[config.mk]
export PLATFORM = sky130hd
export DESIGN_NAME = tts_csr
export DESIGN_NICKNAME = d
export VERILOG_FILES = /design/src/design/tts_pkg.sv /design/src/design/tts_csr.sv
export SDC_FILE = /design/constraint.sdc
export NUM_CORES = 1
export LEC_CHECK = 0
export ABC_CLOCK_PERIOD_IN_PS = 800
export BUFFER_PORTS_ARGS = -buffer_cell sky130_fd_sc_hd__buf_2
export CAP_MARGIN = 10
export CORE_MARGIN = 3
export CORE_UTILIZATION = 37
export DETAILED_ROUTE_END_ITERATION = 8
export PLACE_DENSITY = 0.79
export SLEW_MARGIN = 10
export SYNTH_ARGS = -nofsm -noshare
export SYNTH_HDL_FRONTEND = slang
export SYNTH_SLANG_ARGS = --single-unit
[constraint.sdc]
create_clock -name clock -period 0.8 [get_ports clock]
set_input_delay 0.08 -clock clock [delete_from_list [all_inputs] [get_ports clock]]
set_output_delay 0.08 -clock clock [all_outputs]
set_load 0.01 [all_outputs]
[src/design/tts_pkg.sv]
// Shared types, constants and bound functions for the two-tier transposition store.
`default_nettype none

package tts_pkg;

   localparam int TTS_INDEX_BITS  = 12;
   localparam int TTS_SCORE_LIMIT = 6400;

   typedef enum logic {
      CMD_FULL = 1'b0,
      CMD_NULL = 1'b1
   } tts_cmd_code_type;

   typedef enum logic [1:0] {
      BANK_SHARED   = 2'd0,
      BANK_BLACK    = 2'd1,
      BANK_WHITE    = 2'd2,
      BANK_RESERVED = 2'd3
   } tts_bank_type;

   typedef enum logic [2:0] {
      ACT_DEEP_REFINED  = 3'd0,
      ACT_NEW_REFINED   = 3'd1,
      ACT_DEEP_REPLACED = 3'd2,
      ACT_NEW_REPLACED  = 3'd3,
      ACT_NO_CHANGE     = 3'd4
   } tts_action_type;

   typedef enum logic {
      REG_AGE_BLACK = 1'b0,
      REG_AGE_WHITE = 1'b1
   } tts_reg_type;

   typedef enum logic [2:0] {
      ST_CLEAR = 3'b001,
      ST_IDLE  = 3'b010,
      ST_EVAL  = 3'b100
   } tts_state_type;

   typedef struct packed {
      logic [7:0]         date;
      logic [7:0]         depth;
      logic [7:0]         sel;
      logic [7:0]         move;
      logic signed [15:0] upper;
      logic signed [15:0] lower;
   } tts_rec_type;

   typedef struct packed {
      logic [63:0] deep_key;
      tts_rec_type deep_rec;
      logic [63:0] new_key;
      tts_rec_type new_rec;
   } tts_entry_type;

   typedef struct packed {
      logic clear;
      logic capture;
      logic evaluate;
   } tts_ctrl_type;

   typedef struct packed {
      logic clear_last;
   } tts_status_type;

   function automatic tts_rec_type refine_bounds(
      input tts_rec_type        r,
      input logic               cmd,
      input logic signed [15:0] alpha,
      input logic signed [15:0] beta,
      input logic signed [15:0] score,
      input logic signed [15:0] lim
   );
      tts_rec_type o;
      o = r;
      if (cmd == CMD_FULL) begin
         if (score < beta && score < o.upper) o.upper = score;
         if (score > o.lower) o.lower = score;
         if (o.lower > o.upper) begin
            o.upper = (score < beta) ? score : lim;
            o.lower = score;
         end
      end else begin
         if (score > alpha) begin
            if (score > o.lower) o.lower = score;
         end else if (score < o.upper) begin
            o.upper = score;
         end
         if (o.lower > o.upper) begin
            if (score > alpha) begin
               o.upper = lim;
               o.lower = score;
            end else begin
               o.upper = score;
               o.lower = -lim;
            end
         end
      end
      return o;
   endfunction

   function automatic tts_rec_type fresh_bounds(
      input logic               cmd,
      input logic signed [15:0] alpha,
      input logic signed [15:0] beta,
      input logic signed [15:0] score,
      input logic signed [15:0] lim
   );
      tts_rec_type o;
      o = '0;
      if (cmd == CMD_FULL) begin
         o.lower = (score > alpha) ? score : -lim;
         o.upper = (score < beta) ? score : lim;
      end else if (score > alpha) begin
         o.upper = lim;
         o.lower = score;
      end else begin
         o.upper = score;
         o.lower = -lim;
      end
      return o;
   endfunction

endpackage

`default_nettype wire

[src/design/tts_csr.sv]
// Date stamp registers behind the APB-style configuration port.
`default_nettype none

module tts_csr import tts_pkg::*; (
   input  wire logic        clock,
   input  wire logic        reset,
   input  wire logic        psel,
   input  wire logic        penable,
   input  wire logic        pwrite,
   input  wire logic [2:0]  paddr,
   input  wire logic [31:0] pwdata,
   output logic [31:0]      prdata,
   output logic             pready,
   output logic [7:0]       age_black,
   output logic [7:0]       age_white
);

   logic [7:0] age_black_ff;
   logic [7:0] age_white_ff;
   logic       wr_hit;

   assign pready = 1'b1;
   assign wr_hit = psel && penable && pwrite && pready;

   always_ff @(posedge clock) begin
      if (reset) begin
         age_black_ff <= '0;
         age_white_ff <= '0;
      end else if (wr_hit) begin
         if (paddr[2] == REG_AGE_WHITE) begin
            age_white_ff <= pwdata[7:0];
         end else begin
            age_black_ff <= pwdata[7:0];
         end
      end
   end

   assign prdata    = {24'd0, (paddr[2] == REG_AGE_WHITE) ? age_white_ff : age_black_ff};
   assign age_black = age_black_ff;
   assign age_white = age_white_ff;

endmodule

`default_nettype wire

==> flow_metrics.env <==
export IMPL_hold_crit_path_type="primary input to flip-flop"
export IMPL_synth_seq_area_share_pct=32.2
export IMPL_cellLeakagePower_nw=0.788
export IMPL_clk_path_buf_depth=2
export IMPL_drtAntennaViolNets=0
export IMPL_antenna_cells=0
export IMPL_synth_top_cells_by_area="sky130_fd_sc_hd__dfxtp_1, sky130_fd_sc_hd__buf_4, sky130_fd_sc_hd__mux2i_1, sky130_fd_sc_hd__nand2b_1, sky130_fd_sc_hd__mux2_2"
export IMPL_startpoint="age_white[1]"
export IMPL_yosys_area_top_type="sky130_fd_sc_hd__dfxtp_1"
export IMPL_final_common_cell="sky130_fd_sc_hd__buf_6"
export IMPL_final_setup_worst_slack_ns=-0.289
export IMPL_path_class="flip-flop to primary output"
export IMPL_worst_setup_path_start_kind="flip-flop"
export IMPL_maxClockFrequency_ghz=0.918
export IMPL_grt_pass1_wl_mm=3.75
export IMPL_swShare_pct=24.9
export IMPL_critical_path_arrival_ns=1.01
export IMPL_cell_internal_pwr_w=0.00128
export IMPL_synth_top_cell_area_share_pct=32.2
export IMPL_p_sw_w=0.000424
export IMPL_share_of_final_layout_standard_cells_stronger_than_drive_strength_1_pct=57.4
export IMPL_timing_hold_ws_ns=0.0762
export IMPL_grt_setup_unrepaired="yes"
export IMPL_max_clock_skew_ns=0
export IMPL_synthesis_instances=99
export IMPL_failed_checks="setup timing"
export IMPL_slew_violations=0
export IMPL_globalRoute_totalOverflow=0
export IMPL_final_area_um2=1550
export IMPL_core_area_um2=2520
export IMPL_clock_root_buffer="sky130_fd_sc_hd__clkbuf_4"
export IMPL_start_util_pct=39.5
export IMPL_regToRegStartpoint="age_black[0]"
export IMPL_io_buffer_count=37
export IMPL_clock_power_share_pct=30.2
export IMPL_area_growth_synth_to_final_pct=55.3
export IMPL_num_fill_cells=222
export IMPL_post_layout_nonfiller_instances=185
export IMPL_hold_viol_final=0
export IMPL_comb_power_share_pct=21.0
export IMPL_synth_avg_cell_area_um2=10.1
export IMPL_routed_vias=819
export IMPL_run_status="complete, but fails checks"
export IMPL_final_min_period_over_clock_period_pct=136
export IMPL_rows=18
export IMPL_first_pass_iters=4
export IMPL_grt_max_degree=25
export IMPL_post_dp_hpwl_mm=1.63
export IMPL_timing_max_cap_violations=0
export IMPL_tritoncts_num_buffers=3
export IMPL_cts_sinks=16
export IMPL_pwr_density_cell_nw_per_um2=1100
export IMPL_placed_cells_incl_taps=177
export IMPL_fin_nets=196
export IMPL_worst_skew_pair_late_latency_ns=0.28
export IMPL_tritoncts="built"
export IMPL_first_global_vias=796
export IMPL_fp_dieArea_um2=3350
export IMPL_placement_cell_area_um2=1230
export IMPL_die_height_um=57.9
export IMPL_seq_power_share_pct=48.8
export IMPL_hp_start="pwdata[4]"
export IMPL_setup_violations=24
export IMPL_critPathMaxFanout=3
export IMPL_initialDrtViolationCount=9
export IMPL_type_of_destination_of_the_critical_path="primary output"
export IMPL_hold_fix_buffers_at_cts=0
export IMPL_post_drt_via_cell_ratio=4.43
export IMPL_drt_total_wl_mm=2.41
export IMPL_globalRouteTotalUtil_pct=14.5
export IMPL_commonest_cells_after_routing_fill_and_taps_aside="sky130_fd_sc_hd__buf_6, sky130_fd_sc_hd__conb_1, sky130_fd_sc_hd__nand2b_1, sky130_fd_sc_hd__mux2i_1, sky130_fd_sc_hd__dfxtp_2"
export IMPL_number_of_top_level_pins=89
export IMPL_worst_ep_required_time_ns=0.72
export IMPL_htreeDepth=1
export IMPL_place_gp_congestion=0.711
export IMPL_initial_antenna_violation_count=0
export IMPL_synth_area_um2=996
export IMPL_cts_reportedPaths_clkPinSlew_ns=0.09
export IMPL_synth_ff_latch_count=16
export IMPL_synth_warning_count=0
export IMPL_timing_final_crit_period_ns=1.09
export IMPL_die_w_um=57.9
export IMPL_drc=0
export IMPL_vdd_ir_drop_max_uv=732
export IMPL_route_detailed_wl_per_inst_um=13.0
export IMPL_post_synthesis_cell_type_count=12
## critical path, stage by stage, from the launching register on
cell and delay (ns):
sky130_fd_sc_hd__dfxtp_2 0.35, sky130_fd_sc_hd__mux2_4 0.26, sky130_fd_sc_hd__buf_6 0.12
## Yosys cell counts
cell / n
sky130_fd_sc_hd__buf_6: 2
sky130_fd_sc_hd__and4_1: 1
sky130_fd_sc_hd__mux2_2: 8
sky130_fd_sc_hd__buf_4: 25
sky130_fd_sc_hd__mux2i_1: 16
sky130_fd_sc_hd__dfxtp_1: 16
sky130_fd_sc_hd__nand4b_4: 1
sky130_fd_sc_hd__clkbuf_1: 2
sky130_fd_sc_hd__nand4_1: 1
sky130_fd_sc_hd__and4b_2: 1
sky130_fd_sc_hd__conb_1: 2
sky130_fd_sc_hd__nand2b_1: 24
## registers in the layout (all words and copies together) (netlist names)
signal     count
age_black      8
age_white      8
## area by class of cell
class,count,area [um2],area share (%)
multi-input combinational,77,582,37.6
timing repair buffer,58,551,35.6
sequential,16,340,22.0
clock buffer,4,36.3,2.35
tap,30,37.5,2.43
## through the flow
stage	setup WS (ns)	power [W]	setup TNS, ns	util, %
final	-0.289	0.00170	-3.80	61.3
after global routing	-0.333	0.00181	-4.90	61.3
after CTS	-0.292	0.00171	-4.09	59.0
after detailed placement	-0.147	0.00113	-1.36	48.7
after global placement	-0.117	0.00112	-0.964	48.7
after floorplan	0.102	0.00110	0	-
## final timing paths
kind	to	slack, ns	cells after the start
worst max-delay path	prdata[1]	-0.29	2
worst min-delay path	age_black[4]	0.08	3
worst min register to register	age_white[0]	0.50	2
worst max register to register	age_black[0]	0.01	4
## per-layer routing
| metal | routed length [um] | track usage (%) | vias to the layer above |
|---|---|---|---|
| met1 | 925 | 16.9 | 380 |
| met5 | 0 | 0 | - |
| met4 | 48 | 5.63 | 0 |
| li1 | - | - | 386 |
| met3 | 221 | 3.56 | 4 |
| met2 | 1210 | 25.2 | 49 |
## logic make-up after synthesis
group / count (synthesis) / share of synthesized area, %
DFF: 16 / 32.2
and+or+nand+nor: 28 / 20.1
muxes: 24 / 25.1
other: 2 / 0.754
buffers and inverters: 29 / 21.9
## power groups by stage
| stage | clock network, W | registers (W) | logic [W] |
|---|---|---|---|
| 3_3_place_gp | 0 | 0.000841 | 0.000281 |
| 4_1_cts | 0.000539 | 0.000828 | 0.000340 |
| 6_report | 0.000513 | 0.000830 | 0.000357 |
| 5_1_grt | 0.000587 | 0.000833 | 0.000386 |
| 3_5_place_dp | 0 | 0.000842 | 0.000288 |
| 2_1_floorplan | 0 | 0.000851 | 0.000248 |
## repair_timing
item	4_1_cts	5_1_grt
pin swaps	0	0
resized for setup	50	13
setup buffers	3	3
gates cloned	0	0
setup endpoints to repair	24	24
Power figures use the tool's default switching activity.
