==> config.mk <==
export PLATFORM = sky130hd
export DESIGN_NAME = tts_ctrl
export DESIGN_NICKNAME = d
export VERILOG_FILES = /design/src/design/tts_pkg.sv /design/src/design/tts_ctrl.sv
export SDC_FILE = /design/constraint.sdc
export NUM_CORES = 1
export LEC_CHECK = 0
export BUFFER_PORTS_ARGS = -buffer_cell sky130_fd_sc_hd__buf_2
export CORE_AREA = 3 3 40 42
export DETAILED_ROUTE_END_ITERATION = 8
export DIE_AREA = 0 0 43 45
export MAX_ROUTING_LAYER = met4
export SLEW_MARGIN = 20
export SYNTH_ARGS = -nofsm -noshare
export SYNTH_HDL_FRONTEND = slang
export SYNTH_SLANG_ARGS = --single-unit
==> constraint.sdc <==
create_clock -name clock -period 1.66 [get_ports clock]
set_input_delay 0.332 -clock clock [delete_from_list [all_inputs] [get_ports clock]]
set_output_delay 0.332 -clock clock [all_outputs]
set_load 0.02 [all_outputs]
==> src/design/tts_pkg.sv <==
// Shared types, constants and bound functions for the two-tier transposition store.
`default_nettype none

package tts_pkg;

   localparam int TTS_INDEX_BITS  = 12;
   localparam int TTS_SCORE_LIMIT = 6400;

   typedef enum logic {
      CMD_FULL = 1'b0,
      CMD_NULL = 1'b1
   } tts_cmd_code_type;

   typedef enum logic [1:0] {
      BANK_SHARED   = 2'd0,
      BANK_BLACK    = 2'd1,
      BANK_WHITE    = 2'd2,
      BANK_RESERVED = 2'd3
   } tts_bank_type;

   typedef enum logic [2:0] {
      ACT_DEEP_REFINED  = 3'd0,
      ACT_NEW_REFINED   = 3'd1,
      ACT_DEEP_REPLACED = 3'd2,
      ACT_NEW_REPLACED  = 3'd3,
      ACT_NO_CHANGE     = 3'd4
   } tts_action_type;

   typedef enum logic {
      REG_AGE_BLACK = 1'b0,
      REG_AGE_WHITE = 1'b1
   } tts_reg_type;

   typedef enum logic [2:0] {
      ST_CLEAR = 3'b001,
      ST_IDLE  = 3'b010,
      ST_EVAL  = 3'b100
   } tts_state_type;

   typedef struct packed {
      logic [7:0]         date;
      logic [7:0]         depth;
      logic [7:0]         sel;
      logic [7:0]         move;
      logic signed [15:0] upper;
      logic signed [15:0] lower;
   } tts_rec_type;

   typedef struct packed {
      logic [63:0] deep_key;
      tts_rec_type deep_rec;
      logic [63:0] new_key;
      tts_rec_type new_rec;
   } tts_entry_type;

   typedef struct packed {
      logic clear;
      logic capture;
      logic evaluate;
   } tts_ctrl_type;

   typedef struct packed {
      logic clear_last;
   } tts_status_type;

   function automatic tts_rec_type refine_bounds(
      input tts_rec_type        r,
      input logic               cmd,
      input logic signed [15:0] alpha,
      input logic signed [15:0] beta,
      input logic signed [15:0] score,
      input logic signed [15:0] lim
   );
      tts_rec_type o;
      o = r;
      if (cmd == CMD_FULL) begin
         if (score < beta && score < o.upper) o.upper = score;
         if (score > o.lower) o.lower = score;
         if (o.lower > o.upper) begin
            o.upper = (score < beta) ? score : lim;
            o.lower = score;
         end
      end else begin
         if (score > alpha) begin
            if (score > o.lower) o.lower = score;
         end else if (score < o.upper) begin
            o.upper = score;
         end
         if (o.lower > o.upper) begin
            if (score > alpha) begin
               o.upper = lim;
               o.lower = score;
            end else begin
               o.upper = score;
               o.lower = -lim;
            end
         end
      end
      return o;
   endfunction

   function automatic tts_rec_type fresh_bounds(
      input logic               cmd,
      input logic signed [15:0] alpha,
      input logic signed [15:0] beta,
      input logic signed [15:0] score,
      input logic signed [15:0] lim
   );
      tts_rec_type o;
      o = '0;
      if (cmd == CMD_FULL) begin
         o.lower = (score > alpha) ? score : -lim;
         o.upper = (score < beta) ? score : lim;
      end else if (score > alpha) begin
         o.upper = lim;
         o.lower = score;
      end else begin
         o.upper = score;
         o.lower = -lim;
      end
      return o;
   endfunction

endpackage

`default_nettype wire

==> src/design/tts_ctrl.sv <==
// Controller state machine: clearing pass, request capture, evaluation, response hold.
`default_nettype none

module tts_ctrl import tts_pkg::*; (
   input  wire logic            clock,
   input  wire logic            reset,
   input  wire logic            req_valid,
   output logic                 req_ready,
   output logic                 rsp_valid,
   input  wire logic            rsp_ready,
   input  wire tts_status_type  dp_status,
   output tts_ctrl_type         ctrl_cmd
);

   tts_state_type state_ff;
   tts_state_type state_in;
   logic          rsp_valid_ff;
   logic          rsp_valid_in;
   logic          room;

   assign room = !rsp_valid_ff || rsp_ready;

   always_comb begin
      state_in          = state_ff;
      ctrl_cmd          = '0;
      req_ready         = 1'b0;
      case (state_ff)
         ST_CLEAR: begin
            ctrl_cmd.clear = 1'b1;
            if (dp_status.clear_last) state_in = ST_IDLE;
         end
         ST_IDLE: begin
            req_ready = room;
            if (req_valid && room) begin
               ctrl_cmd.capture = 1'b1;
               state_in         = ST_EVAL;
            end
         end
         ST_EVAL: begin
            ctrl_cmd.evaluate = 1'b1;
            state_in          = ST_IDLE;
         end
         default: begin
            state_in = ST_CLEAR;
         end
      endcase
   end

   always_comb begin
      rsp_valid_in = rsp_valid_ff;
      if (rsp_valid_ff && rsp_ready) rsp_valid_in = 1'b0;
      if (ctrl_cmd.evaluate) rsp_valid_in = 1'b1;
   end

   always_ff @(posedge clock) begin
      if (reset) begin
         state_ff     <= ST_CLEAR;
         rsp_valid_ff <= 1'b0;
      end else begin
         state_ff     <= state_in;
         rsp_valid_ff <= rsp_valid_in;
      end
   end

   assign rsp_valid = rsp_valid_ff;

   a_eval_after_capture: assert property (@(posedge clock) disable iff (reset)
      ctrl_cmd.capture |=> ctrl_cmd.evaluate)
      else $error("evaluation did not follow a captured request");

   a_response_after_eval: assert property (@(posedge clock) disable iff (reset)
      ctrl_cmd.evaluate |=> rsp_valid_ff)
      else $error("evaluation did not produce a response");

   a_no_capture_in_clear: assert property (@(posedge clock) disable iff (reset)
      ctrl_cmd.clear |-> !req_ready && !ctrl_cmd.capture && !ctrl_cmd.evaluate)
      else $error("request taken during the clearing pass");

   a_no_overwrite: assert property (@(posedge clock) disable iff (reset)
      ctrl_cmd.evaluate |-> !rsp_valid_ff)
      else $error("evaluation would overwrite a pending response");

endmodule

`default_nettype wire

==> qor.yml, run 1 <==
detailed_routing:
  routed_wl_um: 398
  drt-initial-drc-count: 3
  drc: 0
  num_vias: 177
  routedWlPerCell_um: 8.65
  detail_route.first_pass.iterations: 2
  ant_nets: 0
  vias_per_cell: 3.85
critical_path:
  cp-end-kind: "primary output"
  start_kind: "flip-flop"
  path_max_fanout: 3
  required_ns: 1.33
  critical_path_class: "reg2out"
  arrival_ns: 1.19
timing:
  final.setup_skew_ns: 0.00389
  period_share: 0.916
  slew_violations: 0
  min_period_ns: 1.52
  tightest_slew_ns: 0.166
  setup_viol: 0
  max_freq_mhz: 658
  finalHoldViolations: 0
  whs_ns: 0.310
  final.setup.tns_ns: 0
  rsz0062_at_grt: "no"
  max-slew-margin-rel: 0.889
floorplan:
  die_w_um: 43
  start_util: 0.159
  die_h_um: 45
  coreArea_um2: 1280
  dieArea_um2: 1940
  fp-row-count: 13
  ios: 10
final_layout:
  final_util: 0.220
  fin_area_um2: 283
  insertedDiodeCount: 0
  syn2layout_area_growth_pct: 38.6
  drive_above_1_share: 0.516
  fin_cells: 46
  fin_nets: 38
place:
  io_buffers: 9
  dpl.cell_count: 43
  dpl_cell_area_um2: 260
  gp_congestion: 0.652
flow_run:
  maxCapViolCount: 0
status:
  status: "finished, final reports clean"
clock_network:
  htree_levels: 1
  cts_hold_buffers: 0
  clock_path_buffers: 2
  worstSkewPairLatency_ns: 0.23
  numClockSinks: 4
  postCtsSetupBuffers: 0
  cts_root_buffer: "clkbuf_4"
  numCtsBuffers: 3
  cts_tree: "done"
  clkSlewWorstSetupHoldPaths_ns: 0.04
  cts_resized: 0
power:
  power_density_nw_per_um2: 900
  peakVddDrop_mv: 0.228
  p_leak_uw: 0.000134
yosys:
  ys_seq_area_frac: 0.393
  async_reset_ff_frac: 0
  synthDistinctLibCells: 15
  synth_area_leader_cell: "dfxtp_1"
  ys_ff_latch: 4
  synthTopCellsByCount: "dfxtp_1 (4), nand2b_1 (2), nor3b_2 (2)"
  syn_nets: 25
  yosys.area.top_type_share: 0.393
  syn_avg_cell_area_um2: 10.2
  synth_edf_count: 0
  syn_inst: 20
  synth_most_common_cell: "dfxtp_1"
  syn_area_um2: 204
  synth_ff_type: "dfxtp_1"
  synth_warnings: 0
  yosys-top-cells-area: "dfxtp_1 (39%), nor3b_2 (12%), nand2b_4 (6.7%)"
grt:
  grt_pass1_vias: 183
  grt_max_degree: 6
  antenna_found_initial: 0
  grt_usage: 0.0608
  gr-total-overflow: 0
  grt_pass1_wl_um: 752
min_path:
  hold_path.class: "in2reg"
-- path summary, 6_finish.rpt --
path | slack, ns | to | startpoint | cells after the start
worst min register to register | 0.52 | rsp_valid | rsp_valid | 2
worst max register to register | 0.70 | state_ff[1] | state_ff[2] | 3
worst max-delay path | 0.14 | ctrl_cmd[1] | state_ff[2] | 4
worst min-delay path | 0.31 | rsp_valid | reset | 2
-- flip-flops by register name, indices dropped and copies added, names as in the netlist --
signal,count
rsp_valid,1
state_ff,3
-- cells by family (layout without fill, tap and decap cells) --
| kind of cell | after synthesis | count (layout) | share of synthesized area |
|---|---|---|---|
| buffers and inverters | 2 | 13 | 0.0552 |
| DFF | 4 | 4 | 0.393 |
| AOI/OAI and AO/OA | 5 | 5 | 0.178 |
| and+or+nand+nor | 9 | 9 | 0.374 |
-- critical path, cell delays in order, from the launching register on --
cell      delay, ns
dfxtp_1        0.32
nand2b_4       0.16
nor3b_2        0.19
and2_1         0.14
buf_2          0.15
-- power by group --
part	internal, uW	leakage, uW	switching (uW)	total, uW
clock	80.8	0.0000138	38.7	119
combinational	14.8	0.0000877	14.8	29.7
sequential	101	0.0000327	4.80	105
total	196	0.000134	58.3	255
-- final cells by class --
class	count	area [um2]
multi-input cells	14	113
inverters	1	3.75
fillers	156	1000
well taps	15	18.8
repair buffers	9	45.0
flip-flops and latches	4	80.1
clock buffers	3	22.5
-- layout by cell type (no fill, tap or decap), drive strengths merged --
cell type  instances
and3b              1
inv                1
dfxtp              4
or2                1
nand2b             3
buf                9
a21o               2
a211o              1
nor3b              2
a31oi              1
nand2              1
and2               1
a21oi              1
clkbuf             3
-- layer usage --
| layer | vias up | GRT usage | routed length [um] |
|---|---|---|---|
| met1 | 80 | 0.0529 | 146 |
| met4 | 0 | 0.0723 | 0 |
| met3 | 0 | 0.0359 | 38 |
| met5 | - | - | 0 |
| li1 | 91 | - | - |
| met2 | 6 | 0.0838 | 213 |
-- metrics by stage --
stage	setup WS (ns)	power, uW
2_1_floorplan	0.176	125
3_5_place_dp	0.262	137
5_1_grt	0.0215	276
6_report	0.139	255
3_3_place_gp	0.260	136
4_1_cts	0.114	264
Note: power is estimated with default switching activity, not from simulation.
==> inputs of run 2 (changes only) <==
SETUP_SLACK_MARGIN = 0.5   (was default)
==> run 2 against run 1 <==
Clock-buffer cell count is the same. Highest routed layer unchanged. Clock skew is essentially flat. Largest cell class is now buffers. Combinational power grew 120%. Critical endpoint unchanged. Die area is the same. Fmax grew 2.1%. Via count grew 27%. Register-to-register slack lost 0.44 ns. First-iteration DRC count shrank 100%. Non-clock buffer count grew 10. Cell area grew 47%.
==> qor.yml, run 2 (synthesized netlist as in run 1, its figures left out) <==
final_layout:
  regMostFlops: "state_ff"
  final_cell_mix: "buf_4 (9), buf_2 (5), buf_6 (5)"
  insertedDiodeCount: 0  # unchanged
  syn2layout_area_growth_pct: 104
  largest_reg_flops: 3  # unchanged
  multi_input_area_um2: 138  # +22%
  fin_nets: 48  # +26%
  n_fill_cell: 138  # -12%
  final_util: 0.323  # +0.103
  ff_latch_area_um2: 83.8  # +4.7%
  drive_above_1_share: 0.780  # +0.264
  final_common_cell: "buf_4"
power:
  p_sw_uw: 67.9  # +16%
  switching_share: 0.233  # +0.00421
  power_density_nw_per_um2: 700  # -22%
  clkPwrFrac: 0.413  # -0.056
  internal-power_uw: 223  # +14%
  peakVddDrop_mv: 0.443  # +94%
  p_seq_frac: 0.366  # -0.048
  p_leak_uw: 0.000199  # +48%
  p_comb_frac: 0.221  # +0.104
place:
  io_buffers: 9  # unchanged
  gp_congestion: 0.670  # +2.7%
  dp_hpwl_um: 372
status:
  status: "finished, final reports clean"
grt:
  grt_pass1_vias: 233  # +27%
  grt_usage: 0.0670  # +0.00611
  grt_pass1_wl_um: 917  # +22%
  gr-total-overflow: 0  # unchanged
  grt_max_degree: 6  # unchanged
  antenna_found_initial: 0  # unchanged
timing:
  max-slew-margin-rel: 0.852  # -0.0372
  final.setup_skew_ns: 0.00421  # +0.000318 ns
  max_freq_mhz: 671  # +2.1%
  tightest_slew_ns: 0.222  # +0.0563 ns
  setup_viol: 0  # unchanged
  finalHoldViolations: 0  # unchanged
  final.setup.tns_ns: 0  # unchanged
  period_share: 0.898  # -0.0186
  rsz0062_at_grt: "yes"
  slew_violations: 0  # unchanged
  whs_ns: 0.292  # -0.0178 ns
  min_period_ns: 1.49  # -0.0309 ns
critical_path:
  required_ns: 1.33  # about the same
  start_kind: "flip-flop"
  critPathMaxStageDelay_ns: 0.31  # about the same
  worstPathCellList: "nand2b_4, nor3b_4, and2_4, buf_6"
  critical_path_class: "reg2out"
  cp_slowest_cell: "dfxtp_2"
  arrival_ns: 1.16  # -0.03 ns
  cp-end-kind: "primary output"
  path_max_fanout: 3  # unchanged
detailed_routing:
  detail_route.first_pass.iterations: 1  # -1
  routed_wl_um: 555  # +39%
  drc: 0  # unchanged
  drt-initial-drc-count: 0  # -3
  routedWlPerCell_um: 9.91  # +15%
  ant_nets: 0  # unchanged
  num_vias: 224  # +27%
  vias_per_cell: 4.00  # +4.0%
clock_network:
  worstSkewPairLatency_ns: 0.23  # about the same
  clock_path_buffers: 2  # unchanged
  cts_root_buffer: "clkbuf_4"
  clkSlewWorstSetupHoldPaths_ns: 0.04  # about the same
  numCtsBuffers: 3  # unchanged
  numClockSinks: 4  # unchanged
  cts_tree: "done"
  cts_hold_buffers: 0  # unchanged
  htree_levels: 1  # unchanged
floorplan:
  die_h_um: 45  # unchanged
  start_util: 0.159  # unchanged
  ios: 10  # unchanged
  die_w_um: 43  # unchanged
  coreArea_um2: 1280  # unchanged
  fp-row-count: 13  # unchanged
  dieArea_um2: 1940  # unchanged
flow_run:
  maxCapViolCount: 0  # unchanged
min_path:
  hold_path.class: "in2reg"
[run 2: cell type report]
cell class | count | share of cell area
Multi-Input combinational cell | 14 | 0.331
Timing Repair Buffer | 19 | 0.358
Tap cell | 15 | 0.0452
Sequential cell | 4 | 0.202
Clock buffer | 3 | 0.0542
Inverter | 1 | 0.00904
[run 2: per-layer routing]
| layer | track usage | part of all wire | wire length [um] |
|---|---|---|---|
| met1 | 0.0676 | 0.37 | 207 |
| met4 | 0 | 0 | 0 |
| met3 | 0.0518 | 0.12 | 65 |
| met2 | 0.111 | 0.51 | 282 |
| met5 | - | 0 | 0 |
[run 2: worst max-delay path, delay by kind of cell, from the launching register on]
kind          cells  cell delay, ns
simple gates      3            0.51
buf+inv           1            0.11
flops             1            0.31
[run 2: path summary, 6_finish.rpt]
check                    from  slack, ns  cells after the start     endpoint
setup reg to reg  state_ff[2]       0.26                      8  state_ff[0]
setup / recovery  state_ff[2]       0.17                      4  ctrl_cmd[1]
hold / removal          reset       0.29                      2  state_ff[1]
hold reg to reg     rsp_valid       0.49                      2    rsp_valid
[run 2: power by group through the flow]
stage | Combinational [uW] | Clock, uW | Sequential, uW
after global routing | 70.0 | 136 | 107
after global placement | 32.4 | 0 | 108
after CTS | 54.6 | 125 | 106
after floorplan | 21.1 | 0 | 107
final | 64.4 | 120 | 106
after detailed placement | 32.6 | 0 | 108
[run 2: through the flow]
stage | area (um2) | power, uW | setup slack [ns] | instances
CTS | 395 | 285 | 0.150 | 55
finish | 415 | 291 | 0.170 | 56
global placement | 279 | 140 | 0.290 | 43
detailed placement | 279 | 141 | 0.285 | 43
floorplan | 226 | 128 | 0.325 | 20
global route | 415 | 313 | 0.0965 | 56
[run 2: what timing repair did]
action | in CTS | in global routing
setup endpoints to repair | 4 | 6
gates resized for setup | 9 | 3
pin swaps | 4 | 4
setup buffers | 9 | 1
==> inputs of run 3 (changes only) <==
==> constraint.sdc (replaced) <==
create_clock -name clock -period 1.66 [get_ports clock]
set_input_delay 0.249 -clock clock [delete_from_list [all_inputs] [get_ports clock]]
set_output_delay 0.249 -clock clock [all_outputs]
set_load 0.1 [all_outputs]
==> run 3 against run 2 <==
Non-clock buffer count down 3. Sequential share of layout area rose by 0.15 points. Clock skew about the same. Sequential power barely moved. Cell area rose by 9.6%. Clock power is 18% higher. Global-route usage is 0.27 points lower. Critical path depth stayed put. Critical path type unchanged. Largest power group unchanged.
==> qor.yml, run 3 (synthesized netlist as in run 1, its figures left out) <==
timing:
  whs_ns: 0.215  # -0.0775 ns
  max-slew-margin-rel: 0.815  # -0.0364
  tightest_slew_ns: 0.279  # +0.0572 ns
  min_period_ns: 1.50  # +0.00708 ns
  setup_viol: 0  # unchanged
  max_freq_mhz: 668  # -0.47%
  final.setup_skew_ns: 0.00469  # +0.000480 ns
  rsz0062_at_grt: "yes"
  slew_violations: 0  # unchanged
  finalHoldViolations: 0  # unchanged
  final.setup.tns_ns: 0  # unchanged
  period_share: 0.902  # +0.00427
clock_network:
  clock_path_buffers: 2  # unchanged
  clkSlewWorstSetupHoldPaths_ns: 0.05  # about the same
  numClockSinks: 4  # unchanged
  htree_levels: 1  # unchanged
  worstSkewPairLatency_ns: 0.24  # about the same
  cts_tree: "done"
  numCtsBuffers: 3  # unchanged
  cts_root_buffer: "clkbuf_4"
floorplan:
  dieArea_um2: 1940  # unchanged
  ios: 10  # unchanged
  coreArea_um2: 1280  # unchanged
  die_h_um: 45  # unchanged
  die_w_um: 43  # unchanged
  fp-row-count: 13  # unchanged
  start_util: 0.159  # unchanged
grt:
  antenna_found_initial: 0  # unchanged
  gr-total-overflow: 0  # unchanged
  grt_pass1_wl_um: 855  # -6.8%
  grt_usage: 0.0643  # -0.00269
  grt_pass1_vias: 219  # -6.0%
  grt_max_degree: 6  # unchanged
final_layout:
  drive_above_1_share: 0.846  # +0.0657
  fin_area_um2: 455  # +9.6%
  final_cell_mix: "buf_4 (7), buf_2 (4), buf_12 (4)"
  final_util: 0.354  # +0.0312
  regMostFlops: "state_ff"
  largest_reg_flops: 3  # unchanged
  n_fill_cell: 128  # -7.2%
  fin_nets: 45  # -6.3%
  final_common_cell: "buf_4"
  syn2layout_area_growth_pct: 123
  insertedDiodeCount: 0  # unchanged
place:
  gp_congestion: 0.660  # -1.5%
  io_buffers: 9  # unchanged
  dp_hpwl_um: 331  # -11%
  dpl_cell_area_um2: 359  # +29%
flow_run:
  maxCapViolCount: 0  # unchanged
detailed_routing:
  drc: 0  # unchanged
  vias_per_cell: 4.06  # +1.4%
  num_vias: 219  # -2.2%
  drt-initial-drc-count: 3  # +3
  routed_wl_um: 561  # +1.1%
  ant_nets: 0  # unchanged
  detail_route.first_pass.iterations: 2  # +1
  routedWlPerCell_um: 10.4  # +4.8%
critical_path:
  critical_path_class: "reg2out"
  start_kind: "flip-flop"
  cp-end-kind: "primary output"
  worstPathCellList: "nand2b_4, nor3b_4, and2_4, buf_12"
  required_ns: 1.41  # +0.08 ns
  cp_slowest_cell: "dfxtp_4"
  path_max_fanout: 3  # unchanged
  arrival_ns: 1.25  # +0.09 ns
  critPathMaxStageDelay_ns: 0.34  # +0.03 ns
min_path:
  hold_path.class: "in2reg"
power:
  p_leak_uw: 0.000197  # -1.0%
  power_density_nw_per_um2: 735  # +5.0%
  peakVddDrop_mv: 0.317  # -28%
status:
  status: "finished, final reports clean"
==> run 3: report_power, final <==
group	internal [uW]	switching [uW]
clock network	90.9	50.0
logic	42.4	48.1
registers	97.4	6.01
total	231	104
==> run 3: worst max-delay path: cells and delay by family, from the launching register on <==
family,cells,cell delay [ns]
buffers and inverters,1,0.16
flip-flops,1,0.34
AND/OR/NAND/NOR,3,0.51
==> run 3: through the flow <==
stage | setup slack, ns | std cells | power [uW]
final | 0.163 | 54 | 335
after global routing | 0.113 | 54 | 358
after CTS | 0.133 | 53 | 335
after detailed placement | 0.298 | 43 | 183
after global placement | 0.308 | 43 | 183
after floorplan | -0.511 | 20 | 156
==> run 3: path summary, 6_finish.rpt <==
| path | from | end | slack [ns] | depth (start not counted) |
|---|---|---|---|---|
| max | state_ff[2] | ctrl_cmd[1] | 0.16 | 4 |
| min | reset | state_ff[1] | 0.21 | 2 |
| max reg2reg | state_ff[1] | state_ff[0] | 0.46 | 5 |
| min reg2reg | rsp_valid | rsp_valid | 0.51 | 2 |
==> run 3: routing by layer <==
layer,global-route usage,routed length (um),vias up
met1,0.0697,250,102
met4,0.0361,0,0
met5,-,0,-
li1,-,-,107
met2,0.0898,269,10
met3,0.0398,41,0
==> run 3: layout make-up <==
cell class / count / area [um2] / area share
Timing Repair Buffer: 16 / 164 / 0.360
Multi-Input combinational cell: 14 / 148 / 0.324
Sequential cell: 4 / 92.6 / 0.203
Clock buffer: 4 / 26.3 / 0.0577
Tap cell: 15 / 18.8 / 0.0412
Inverter: 1 / 6.26 / 0.0137
==> run 3: what timing repair did <==
item / CTS / global route
setup endpoints to repair: 5 / 6
hold buffers: 0 / 0
pin swaps: 4 / 5
buffers inserted: 6 / 1
gates cloned: 0 / 0
gates resized for setup: 3 / 4
